`src/hw/rtl/abr_pkg.sv`:
```
// ----------------------------------------------------------------------------
// abr_pkg
// shared constants, types and helper functions of the shape rasterizer
// ----------------------------------------------------------------------------
`timescale 1ns / 1ps
`default_nettype none

package abr_pkg;

    localparam int DEF_MAX_WIDTH  = 256;
    localparam int DEF_MAX_HEIGHT = 256;

    localparam int CFG_IDX_W  = 1;
    localparam int CFG_DATA_W = 9;
    localparam int COORD_W    = 16;
    localparam int COLOR_W    = 32;
    localparam int COUNT_W    = 17;
    localparam int SC_W       = 19;

    localparam logic [CFG_IDX_W-1:0] REG_IMAGE_WIDTH  = 1'd0;
    localparam logic [CFG_IDX_W-1:0] REG_IMAGE_HEIGHT = 1'd1;

    localparam logic [CFG_DATA_W-1:0] DIM_RESET = 9'd256;
    localparam logic [COUNT_W-1:0]    COUNT_MAX = 17'h1FFFF;
    localparam logic [7:0]            ALPHA_MAX = 8'hFF;

    typedef enum logic [1:0]
    {
        KIND_READ  = 2'd0,
        KIND_PIXEL = 2'd1,
        KIND_RECT  = 2'd2,
        KIND_DISC  = 2'd3
    } kind_t;

    typedef logic signed [SC_W-1:0] sc_t;

    typedef struct packed
    {
        logic clearing;
        logic idle;
        logic rd_valid;
    } frm_stat_t;

    // exact x / 255 for x below 65280
    function automatic logic [7:0] div255(input logic [15:0] x);
        logic [16:0] t;
        t = {1'b0, x} + 17'd1 + {9'd0, x[15:8]};
        return t[15:8];
    endfunction

    // (d - 1)^2 from d^2
    function automatic logic [31:0] sq_step(input logic [31:0] sq, input sc_t d);
        logic signed [33:0] t;
        t = $signed({2'b00, sq}) - (34'(d) <<< 1) + 34'sd1;
        return t[31:0];
    endfunction

endpackage

`default_nettype wire

```
`src/hw/rtl/abr_scan.sv`:
```
// ----------------------------------------------------------------------------
// abr_scan
// command sequencer: clips the shape and walks its covered pixels
// ----------------------------------------------------------------------------
`timescale 1ns / 1ps
`default_nettype none

module abr_scan
#(
    parameter int MAX_WIDTH  = abr_pkg::DEF_MAX_WIDTH,
    parameter int MAX_HEIGHT = abr_pkg::DEF_MAX_HEIGHT
)
(
    input  wire logic                                  clk,
    input  wire logic                                  rst_n,
    input  wire logic                                  in_valid,
    output logic                                       in_ready,
    input  wire logic [1:0]                            kind,
    input  wire logic signed [abr_pkg::COORD_W-1:0]    pos_x,
    input  wire logic signed [abr_pkg::COORD_W-1:0]    pos_y,
    input  wire logic signed [abr_pkg::COORD_W-1:0]    extent_w,
    input  wire logic signed [abr_pkg::COORD_W-1:0]    extent_h,
    input  wire logic signed [abr_pkg::COORD_W-1:0]    radius,
    input  wire logic [abr_pkg::COLOR_W-1:0]           paint,
    input  wire logic [$clog2(MAX_WIDTH+1)-1:0]        act_w,
    input  wire logic [$clog2(MAX_HEIGHT+1)-1:0]       act_h,
    input  wire abr_pkg::frm_stat_t                    stat,
    input  wire logic [31:0]                           rd_word,
    input  wire logic                                  out_free,
    output logic                                       pix_valid,
    output logic                                       pix_write,
    output logic [((MAX_WIDTH*MAX_HEIGHT > 1) ?
                   $clog2(MAX_WIDTH*MAX_HEIGHT) : 1)-1:0] pix_addr,
    output logic [31:0]                                pix_paint,
    output logic                                       done,
    output logic [abr_pkg::COLOR_W-1:0]                res_color,
    output logic [abr_pkg::COUNT_W-1:0]                res_count
);

    localparam int DEPTH = MAX_WIDTH * MAX_HEIGHT;
    localparam int AW    = (DEPTH > 1) ? $clog2(DEPTH) : 1;
    localparam int XW    = (MAX_WIDTH > 1) ? $clog2(MAX_WIDTH) : 1;
    localparam int YW    = (MAX_HEIGHT > 1) ? $clog2(MAX_HEIGHT) : 1;

    typedef enum logic [4:0]
    {
        S_IDLE  = 5'b00001,
        S_SET1  = 5'b00010,
        S_SET2  = 5'b00100,
        S_SCAN  = 5'b01000,
        S_DRAIN = 5'b10000
    } state_t;

    state_t                        state_reg;
    state_t                        state_next;
    abr_pkg::kind_t                kind_reg;
    abr_pkg::sc_t                  px_reg;
    abr_pkg::sc_t                  py_reg;
    abr_pkg::sc_t                  ew_reg;
    abr_pkg::sc_t                  eh_reg;
    abr_pkg::sc_t                  r_reg;
    logic [31:0]                   paint_reg;
    abr_pkg::sc_t                  x0_reg;
    abr_pkg::sc_t                  x1_reg;
    abr_pkg::sc_t                  y0_reg;
    abr_pkg::sc_t                  y1_reg;
    logic                          empty_reg;
    logic [31:0]                   rr_reg;
    logic [XW-1:0]                 x_reg;
    logic [YW-1:0]                 y_reg;
    logic [AW-1:0]                 row_base_reg;
    abr_pkg::sc_t                  dx0_reg;
    logic [31:0]                   dx0sq_reg;
    abr_pkg::sc_t                  dx_reg;
    logic [31:0]                   dxsq_reg;
    abr_pkg::sc_t                  dy_reg;
    logic [31:0]                   dysq_reg;
    logic [abr_pkg::COUNT_W-1:0]   count_reg;
    logic [31:0]                   color_reg;

    abr_pkg::sc_t                  aw_s;
    abr_pkg::sc_t                  ah_s;
    abr_pkg::sc_t                  xa;
    abr_pkg::sc_t                  xb;
    abr_pkg::sc_t                  ya;
    abr_pkg::sc_t                  yb;
    abr_pkg::sc_t                  x0_c;
    abr_pkg::sc_t                  x1_c;
    abr_pkg::sc_t                  y0_c;
    abr_pkg::sc_t                  y1_c;
    logic                          is_disc;
    logic                          empty_c;
    abr_pkg::sc_t                  dx0_c;
    abr_pkg::sc_t                  dy0_c;
    abr_pkg::sc_t                  dx0_abs;
    abr_pkg::sc_t                  dy0_abs;
    logic [31:0]                   dx0sq_c;
    logic [31:0]                   dy0sq_c;
    logic [32:0]                   dist_c;
    logic                          covered;
    logic                          last_col;
    logic                          last_row;
    logic                          accept;

    assign accept  = in_valid && in_ready;
    assign in_ready = (state_reg == S_IDLE) && !stat.clearing;
    assign is_disc = (kind_reg == abr_pkg::KIND_DISC);
    assign aw_s    = abr_pkg::sc_t'(act_w);
    assign ah_s    = abr_pkg::sc_t'(act_h);

    // clip bounds, inclusive on both ends
    always_comb
    begin
        xa   = is_disc ? (px_reg - r_reg) : px_reg;
        xb   = is_disc ? (px_reg + r_reg) : (px_reg + ew_reg - abr_pkg::sc_t'(1));
        ya   = is_disc ? (py_reg - r_reg) : py_reg;
        yb   = is_disc ? (py_reg + r_reg) : (py_reg + eh_reg - abr_pkg::sc_t'(1));
        x0_c = (xa < 0) ? '0 : xa;
        y0_c = (ya < 0) ? '0 : ya;
        x1_c = (xb > aw_s - abr_pkg::sc_t'(1)) ? (aw_s - abr_pkg::sc_t'(1)) : xb;
        y1_c = (yb > ah_s - abr_pkg::sc_t'(1)) ? (ah_s - abr_pkg::sc_t'(1)) : yb;
        empty_c = (x0_c > x1_c) || (y0_c > y1_c)
               || (is_disc ? (r_reg <= 0) : ((ew_reg <= 0) || (eh_reg <= 0)));
    end

    always_comb
    begin
        dx0_c   = px_reg - x0_reg;
        dy0_c   = py_reg - y0_reg;
        dx0_abs = (dx0_c < 0) ? -dx0_c : dx0_c;
        dy0_abs = (dy0_c < 0) ? -dy0_c : dy0_c;
        dx0sq_c = 32'(dx0_abs[15:0]) * 32'(dx0_abs[15:0]);
        dy0sq_c = 32'(dy0_abs[15:0]) * 32'(dy0_abs[15:0]);
    end

    assign dist_c   = {1'b0, dxsq_reg} + {1'b0, dysq_reg};
    assign covered  = !is_disc || (dist_c <= {1'b0, rr_reg});
    assign last_col = (x_reg == x1_reg[XW-1:0]);
    assign last_row = (y_reg == y1_reg[YW-1:0]);

    assign pix_valid = (state_reg == S_SCAN) && covered;
    assign pix_write = (kind_reg != abr_pkg::KIND_READ);
    assign pix_addr  = row_base_reg + AW'(x_reg);
    assign pix_paint = paint_reg;

    assign done      = (state_reg == S_DRAIN) && stat.idle && out_free;
    assign res_color = color_reg;
    assign res_count = count_reg;

    always_comb
    begin
        state_next = state_reg;
        unique case (state_reg)
            S_IDLE:
            begin
                if (accept)
                begin
                    state_next = S_SET1;
                end
            end
            S_SET1:
            begin
                state_next = S_SET2;
            end
            S_SET2:
            begin
                state_next = empty_reg ? S_DRAIN : S_SCAN;
            end
            S_SCAN:
            begin
                if (last_col && last_row)
                begin
                    state_next = S_DRAIN;
                end
            end
            S_DRAIN:
            begin
                if (done)
                begin
                    state_next = S_IDLE;
                end
            end
            default:
            begin
                state_next = S_IDLE;
            end
        endcase
    end

    always_ff @(posedge clk or negedge rst_n)
    begin
        if (!rst_n)
        begin
            state_reg <= S_IDLE;
            count_reg <= '0;
            color_reg <= '0;
        end
        else
        begin
            state_reg <= state_next;
            if (accept)
            begin
                count_reg <= '0;
                color_reg <= '0;
            end
            else
            begin
                if (pix_valid && pix_write && (count_reg != abr_pkg::COUNT_MAX))
                begin
                    count_reg <= count_reg + abr_pkg::COUNT_W'(1);
                end
                if (stat.rd_valid)
                begin
                    color_reg <= rd_word;
                end
            end
        end
    end

    // command capture; a read or single pixel walks as a 1 by 1 rectangle
    always_ff @(posedge clk)
    begin
        if (accept)
        begin
            kind_reg  <= abr_pkg::kind_t'(kind);
            px_reg    <= abr_pkg::sc_t'(pos_x);
            py_reg    <= abr_pkg::sc_t'(pos_y);
            r_reg     <= abr_pkg::sc_t'(radius);
            paint_reg <= paint;
            if ((kind == abr_pkg::KIND_READ) || (kind == abr_pkg::KIND_PIXEL))
            begin
                ew_reg <= abr_pkg::sc_t'(1);
                eh_reg <= abr_pkg::sc_t'(1);
            end
            else
            begin
                ew_reg <= abr_pkg::sc_t'(extent_w);
                eh_reg <= abr_pkg::sc_t'(extent_h);
            end
        end
        if (state_reg == S_SET1)
        begin
            x0_reg    <= x0_c;
            x1_reg    <= x1_c;
            y0_reg    <= y0_c;
            y1_reg    <= y1_c;
            empty_reg <= empty_c;
            rr_reg    <= 32'(r_reg[14:0]) * 32'(r_reg[14:0]);
        end
        if (state_reg == S_SET2)
        begin
            x_reg        <= x0_reg[XW-1:0];
            y_reg        <= y0_reg[YW-1:0];
            row_base_reg <= AW'(y0_reg[YW-1:0]) * AW'(act_w);
            dx0_reg      <= dx0_c;
            dx0sq_reg    <= dx0sq_c;
            dx_reg       <= dx0_c;
            dxsq_reg     <= dx0sq_c;
            dy_reg       <= dy0_c;
            dysq_reg     <= dy0sq_c;
        end
        if (state_reg == S_SCAN)
        begin
            if (last_col)
            begin
                x_reg        <= x0_reg[XW-1:0];
                dx_reg       <= dx0_reg;
                dxsq_reg     <= dx0sq_reg;
                y_reg        <= y_reg + YW'(1);
                dy_reg       <= dy_reg - abr_pkg::sc_t'(1);
                dysq_reg     <= abr_pkg::sq_step(dysq_reg, dy_reg);
                row_base_reg <= row_base_reg + AW'(act_w);
            end
            else
            begin
                x_reg    <= x_reg + XW'(1);
                dx_reg   <= dx_reg - abr_pkg::sc_t'(1);
                dxsq_reg <= abr_pkg::sq_step(dxsq_reg, dx_reg);
            end
        end
    end

endmodule

`default_nettype wire

```
`config.mk`:
```
export PLATFORM = sky130hd
export DESIGN_NAME = abr_scan
export DESIGN_NICKNAME = d
export VERILOG_FILES = /design/src/hw/rtl/abr_pkg.sv /design/src/hw/rtl/abr_scan.sv
export SDC_FILE = /design/constraint.sdc
export NUM_CORES = 2
export LEC_CHECK = 0
export BUFFER_PORTS_ARGS = -buffer_cell sky130_fd_sc_hd__clkbuf_2
export CORE_MARGIN = 2
export CORE_UTILIZATION = 38
export DETAILED_ROUTE_END_ITERATION = 12
export PLACE_DENSITY_LB_ADDON = 0.05
export REMOVE_ABC_BUFFERS = 1
export SLEW_MARGIN = 20
export SYNTH_ARGS = -nofsm -noshare
export SYNTH_HDL_FRONTEND = slang
export SYNTH_SLANG_ARGS = --single-unit
```
`constraint.sdc`:
```
create_clock -name clk -period 9.7 [get_ports clk]
set_input_delay 0.97 -clock clk [delete_from_list [all_inputs] [get_ports clk]]
set_output_delay 0.97 -clock clk [all_outputs]
set_load 0.01 [all_outputs]
```
# Word level (Yosys, flattened, before mapping)
# Cells that the tools add are included.
# word_totals
word_cells	142
output_inout_bits	101
reg_bits	440
inputBits	171
# op_classes
mux	41
reduce_logical	21
eq_ne	13
multipliers	4
n_lt_le_gt_ge	12
addsub	26
# ops
operator	n
$mux 19	14
$mux 32	8
$mux 16	5
$gt 19x19->1	4
$lt 19x1->1 const B	4
$add 16x16->17	4
$add 32x2->32 const B	2
$mul 16x16->32	2
$sub 32x20->32	2
$le 16x1->1 const B	3
$mux 8	6
$sub 16x19->19	2
$sub 19x2->19 const B	2
$sub 17x2->18 const B	2
$mux 17	2
$sub 16x16->17	2
$add 32x32->33	1
$le 33x32->1	1
$neg 16->16	2
$mul 15x15->30	1
$pmux 5 s5	1
$mux 5	4
$sub 9x1->10 const B	2
$add 17x1->17 const B	1
other kinds (21)	40

# Depth between registers and ports, before layout
# logic_depth
word_depth	8
depth_mapped	41
mapped_depth_nobuf	40

# Least setup slack after synthesis
# OpenSTA, ideal clock, no wires.
# synth_timing
kind	register to register
startpoint	register px_reg[0]
endpoint	register dxsq_reg[30], data pin
slack_ns	0.409
setup_ns	0.254
period_less_slack_ns	9.291
stages_incl_launch_ff	41
t_arrival_ns	9.037
required_time_ns	9.446
n_path_buf	2
cell_sequence	edfxtp_1 inv_1 ha_1 fa_1 nand2b_1 a21boi_1 o21a_1 o21ai_1 a21oi_1 o31a_1 o21a_1 buf_2 inv_1 buf_2 o21ai_0 xor2_1 clkinv_1 nand2_1 [... 5 more ...] fa_1 inv_1 fa_1 inv_1 fa_1 inv_1 ha_1 a21oi_1 o21ai_0 o31ai_1 o21ai_0 nor4_1 o31ai_1 a41o_1 o41ai_1 o21ai_0 xor2_1 o21a_1
# synth_between
elab_chain_len	6
word_cells_on_any_way	7
classes_between	add/sub: 2; mul: 1; order compare: 1; mux: 3
# synth_lines
item	line	rtl
start: declaration	abr_scan.sv:57	abr_pkg::sc_t px_reg;
start signal: assignment	abr_scan.sv:226	px_reg <= abr_pkg::sc_t'(pos_x);
$sub 16x19->19	abr_scan.sv:128	dx0_c = px_reg - x0_reg;
net dx0_c[18]	abr_scan.sv:93	abr_pkg::sc_t dx0_c;
$lt 19x1->1	abr_scan.sv:130	dx0_abs = (dx0_c < 0) ? -dx0_c : dx0_c;
$mux 16	abr_scan.sv:130	
$mul 16x16->32	abr_scan.sv:132	dx0sq_c = 32'(dx0_abs[15:0]) * 32'(dx0_abs[15:0]);
net dx0sq_c[30]	abr_scan.sv:97	logic [31:0] dx0sq_c;
$mux 32	abr_scan.sv:250	if (state_reg == S_SET2)
$mux 32	abr_scan.sv:262	if (state_reg == S_SCAN)
end signal: assignment	abr_scan.sv:258	dxsq_reg <= dx0sq_c;
end signal: assignment	abr_scan.sv:268	dxsq_reg <= dx0sq_reg;
end signal: assignment	abr_scan.sv:278	dxsq_reg <= abr_pkg::sq_step(dxsq_reg, dx_reg);
end: declaration	abr_scan.sv:75	logic [31:0] dxsq_reg;
# The timed path passes the listed nets, and every way through them passes these cells. The select of a mux whose other input is x is not followed.
# A chain may end at the register's enable or synchronous reset.

# Worst setup path in the final report
# layout_timing
startpoint	register x0_reg[0]
endpoint	register dxsq_reg[31], data pin
# layout_between
elab_chain_len	6
word_cells_on_any_way	7
classes_between	add/sub: 2; mul: 1; order compare: 1; mux: 3
# layout_lines
item	line	rtl
start: declaration	abr_scan.sv:63	abr_pkg::sc_t x0_reg;
start signal: assignment	abr_scan.sv:243	x0_reg <= x0_c;
$sub 16x19->19 *	abr_scan.sv:128	
net dx0_c[4]	abr_scan.sv:93	
$neg 16->16 / $lt 19x1->1 (equally long branches)	abr_scan.sv:130	
$mux 16 *	abr_scan.sv:130	
$mul 16x16->32 *	abr_scan.sv:132	
net dx0sq_c[31]	abr_scan.sv:97	
$mux 32 *	abr_scan.sv:250	
$mux 32 *	abr_scan.sv:262	
# Mark *: on every way through the listed nets, which the timed path passes. The rest lies on a longest branch. The select of a mux whose other input is x is not followed.

==> results.sh <==
export IMPL_grt_pass1_wl_um=285500
export IMPL_critPathSlowestCell="fa_1"
export IMPL_clkTransAtPathRegs_ns=0.06
export IMPL_crit_arrival_ns=9.81
export IMPL_grt_antenna_before_repair=3
export IMPL_grt_total_usage=0.2281
export IMPL_synth_edf_count=300
export IMPL_portBuffers=271
export IMPL_diodes=0
export IMPL_crit_type="flip-flop to flip-flop"
export IMPL_cts_root_buffer_cell="clkbuf_16"
export IMPL_ys_warn_count=0
export IMPL_cp_end_kind="flip-flop"
export IMPL_grt_pass1_vias=48527
export IMPL_holdBufCountCts=0
export IMPL_cts_buffer_depth=3
export IMPL_clock_sinks=429
export IMPL_drtAntennaViolNets=0
export IMPL_die_x_um=402.7
export IMPL_startpoint_type="flip-flop"
export IMPL_synth_cells=6686
export IMPL_numCtsBuffers=57
export IMPL_rsz0062_at_grt="true"
export IMPL_die_height_um=402.7
export IMPL_outcome="finished, final reports clean"
export IMPL_setup_slack_ns=0.2126
export IMPL_clk_latency_ns=0.70
export IMPL_vias=46746
export IMPL_wirelength_um=183700
export IMPL_required_ns=10.02
export IMPL_nets=8751
export IMPL_hold_class="input port to flip-flop"
export IMPL_tightest_slew_ns=1.033
export IMPL_yosysUniqueCellTypes=97
export IMPL_async_flop_share=0.1259
export IMPL_cp_common_cell="fa_1"
export IMPL_post_route_drc_count=0
export IMPL_dr_pass1_iters=5
export IMPL_synth_seq_cells=429
export IMPL_syn_avg_cell_area_um2=9.033
export IMPL_slowest_delay_ns=0.54
export IMPL_ys_seq_area_frac=0.1964
export IMPL_fmax_mhz=105.4
export IMPL_overflow=0
export IMPL_finalSetupViolations=0
export IMPL_tritoncts="done"
export IMPL_syn_to_final_growth_pct=12.97
export IMPL_dpl_hpwl_um=152000
export IMPL_htreeDepth=2
export IMPL_worstPathMaxFanout=3
export IMPL_n_fill_cell=15954
export IMPL_drt_initial_drc_count=2445
export IMPL_viasPerCell=5.062
export IMPL_layout_min_cycle_time_ns=9.487
export IMPL_gp_congestion=0.8803
export IMPL_skew_ns=0.08144
export IMPL_period_share=0.9781
export IMPL_pin_count=272
export IMPL_post_place_ws_ns=-0.03630
export IMPL_slew_headroom=0.3090
export IMPL_core_area_um2=158200
export IMPL_routedWlPerCell_um=19.90
export IMPL_hold_viol_final=0
export IMPL_syn_area_um2=60400
export IMPL_synthFlopType="edfxtp_1"
export IMPL_drive_above_1_share=0.1072
export IMPL_finalMaxSlewViolations=0
export IMPL_row_count=146
export IMPL_place_area_um2=65890
export IMPL_dieArea_um2=162100
export IMPL_cap_viol_max_count=0
export IMPL_start_util=0.3818
export IMPL_fin_area_um2=68230
export IMPL_grt_max_degree=102
[stage by stage]
stage,TNS [ns],util,cells,hold WS (ns)
after floorplan,-0.05500,-,6510,0.4389
after global placement,-0.02842,0.4165,9119,0.4535
after detailed placement,-0.03630,0.4165,9119,0.4600
after CTS,0,0.4289,9225,0.3747
after global routing,-0.4070,0.4313,9234,0.3906
final,0,0.4313,9234,0.4424
[synth_stat cells (all sizes together) (8+ instances only)]
cell type / count / area, um^2
o211ai: 21 / 157.7
nor2: 597 / 2243
nor3: 126 / 635.6
xnor2: 262 / 2302
dfrtp: 53 / 1326
a21oi: 378 / 1892
a211o: 18 / 157.7
a211oi: 57 / 427.9
a31o: 8 / 70.07
nand2: 521 / 1956
or3: 36 / 225.2
mux2i: 54 / 540.5
a31oi: 43 / 269.0
o31ai: 32 / 245.2
o21a: 66 / 495.5
ha: 738 / 9234
nand3b: 12 / 90.09
o21ai: 235 / 1180
o31a: 13 / 113.9
o21bai: 38 / 285.3
and3: 28 / 175.2
fa: 726 / 14530
or2: 16 / 100.1
a21o: 126 / 945.9
o41ai: 13 / 140.1
nand3: 82 / 410.4
a21boi: 17 / 127.6
or4: 8 / 60.06
nor4: 29 / 193.9
dfxtp: 75 / 1501
clkbuf: 149 / 559.3
clkinv: 14 / 52.55
a311oi: 9 / 85.08
and2: 80 / 500.5
xor2: 127 / 1139
a221oi: 9 / 78.83
nand2b: 54 / 337.8
edfxtp: 300 / 9009
buf: 27 / 121.4
nand4: 57 / 356.6
nor2b: 67 / 419.2
inv: 1260 / 4730
[routing by layer]
metal / up-vias / share of wire / GRT usage
met5: - / 0.000049 / 0
met4: 2 / 0.020 / 0.04448
met3: 165 / 0.037 / 0.02506
met2: 737 / 0.48 / 0.3899
met1: 23056 / 0.46 / 0.3130
li1: 22786 / - / -
[cell families (layout without fill, tap and decap cells)]
group | Yosys count | in the layout | share of synthesized area
xor+xnor | 389 | 389 | 0.05697
flops | 429 | 429 | 0.1964
fa+ha+maj | 1464 | 1464 | 0.3935
compound gates | 1155 | 1155 | 0.1212
buf+inv | 1450 | 1926 | 0.09045
mux | 59 | 59 | 0.009882
simple gates | 1740 | 1740 | 0.1315
[critical path: cells and delay by family (launching register included)]
family | cells | cell delay (ns)
AOI/OAI and AO/OA | 8 | 1.57
and+or+nand+nor | 11 | 2.38
DFF | 1 | 0.43
xor gates and xnor gates | 2 | 0.38
adders and majority gates | 9 | 3.89
buffers and inverters | 6 | 0.48
[worst paths after layout]
| kind | from | end | slack, ns | cells after the start |
|---|---|---|---|---|
| setup / recovery | x0_reg[0]$_DFFE_PP_ | dxsq_reg[31]$_DFFE_PP_ | 0.21 | 36 |
| setup reg to reg | x0_reg[0]$_DFFE_PP_ | dxsq_reg[31]$_DFFE_PP_ | 0.21 | 36 |
| hold reg to reg | dy_reg[16]$_DFF_P_ | dy_reg[16]$_DFF_P_ | 0.47 | 2 |
| hold / removal | pos_y[14] | py_reg[14]$_DFFE_PP_ | 0.44 | 1 |
| min in group asynchronous | rst_n | res_color[21]$_DFFE_PN0P_ | 0.45 | 2 |
| max in group asynchronous | rst_n | state_reg[3]$_DFFE_PN0P_ | 8.73 | 2 |
[layout by cell type, fill, tap and decap left out, types with 54 or more instances in the layout]
cell          n
nor2_1      589
inv_1      1243
fa_1        724
o21ai_0     222
edfxtp_1    300
nand2_1     512
nor2b_1      67
a21oi_1     375
ha_1        734
xor2_1      121
clkbuf_2    270
nand3_1      81
o21a_1       66
xnor2_1     255
a21o_1      126
mux2i_1      54
dfxtp_1      75
clkbuf_16    57
buf_4       262
nand4_1      57
and2_1       79
nor3_1      122
[area by class of cell]
| cell class | count | area, um^2 | share of cell area |
|---|---|---|---|
| Clock buffer | 70 | 1525 | 0.02235 |
| Clock inverter | 35 | 390.4 | 0.005721 |
| Inverter | 1274 | 4790 | 0.07019 |
| Multi-Input combinational cell | 4807 | 43490 | 0.6373 |
| Sequential cell | 429 | 11860 | 0.1739 |
| Tap cell | 2072 | 2592 | 0.03799 |
| Timing Repair Buffer | 547 | 3586 | 0.05255 |
[repair_timing]
action                                  CTS  global route
hold endpoints to repair                  0             0
setup buffers                             1             9
gates resized for setup                   5            74
pin swaps                                 1            33
endpoints found under the setup margin    4            30
Power is left out: the tool's default activity adds up to more than one toggle a clock period on the data nets, which glitch-free logic cannot reach.
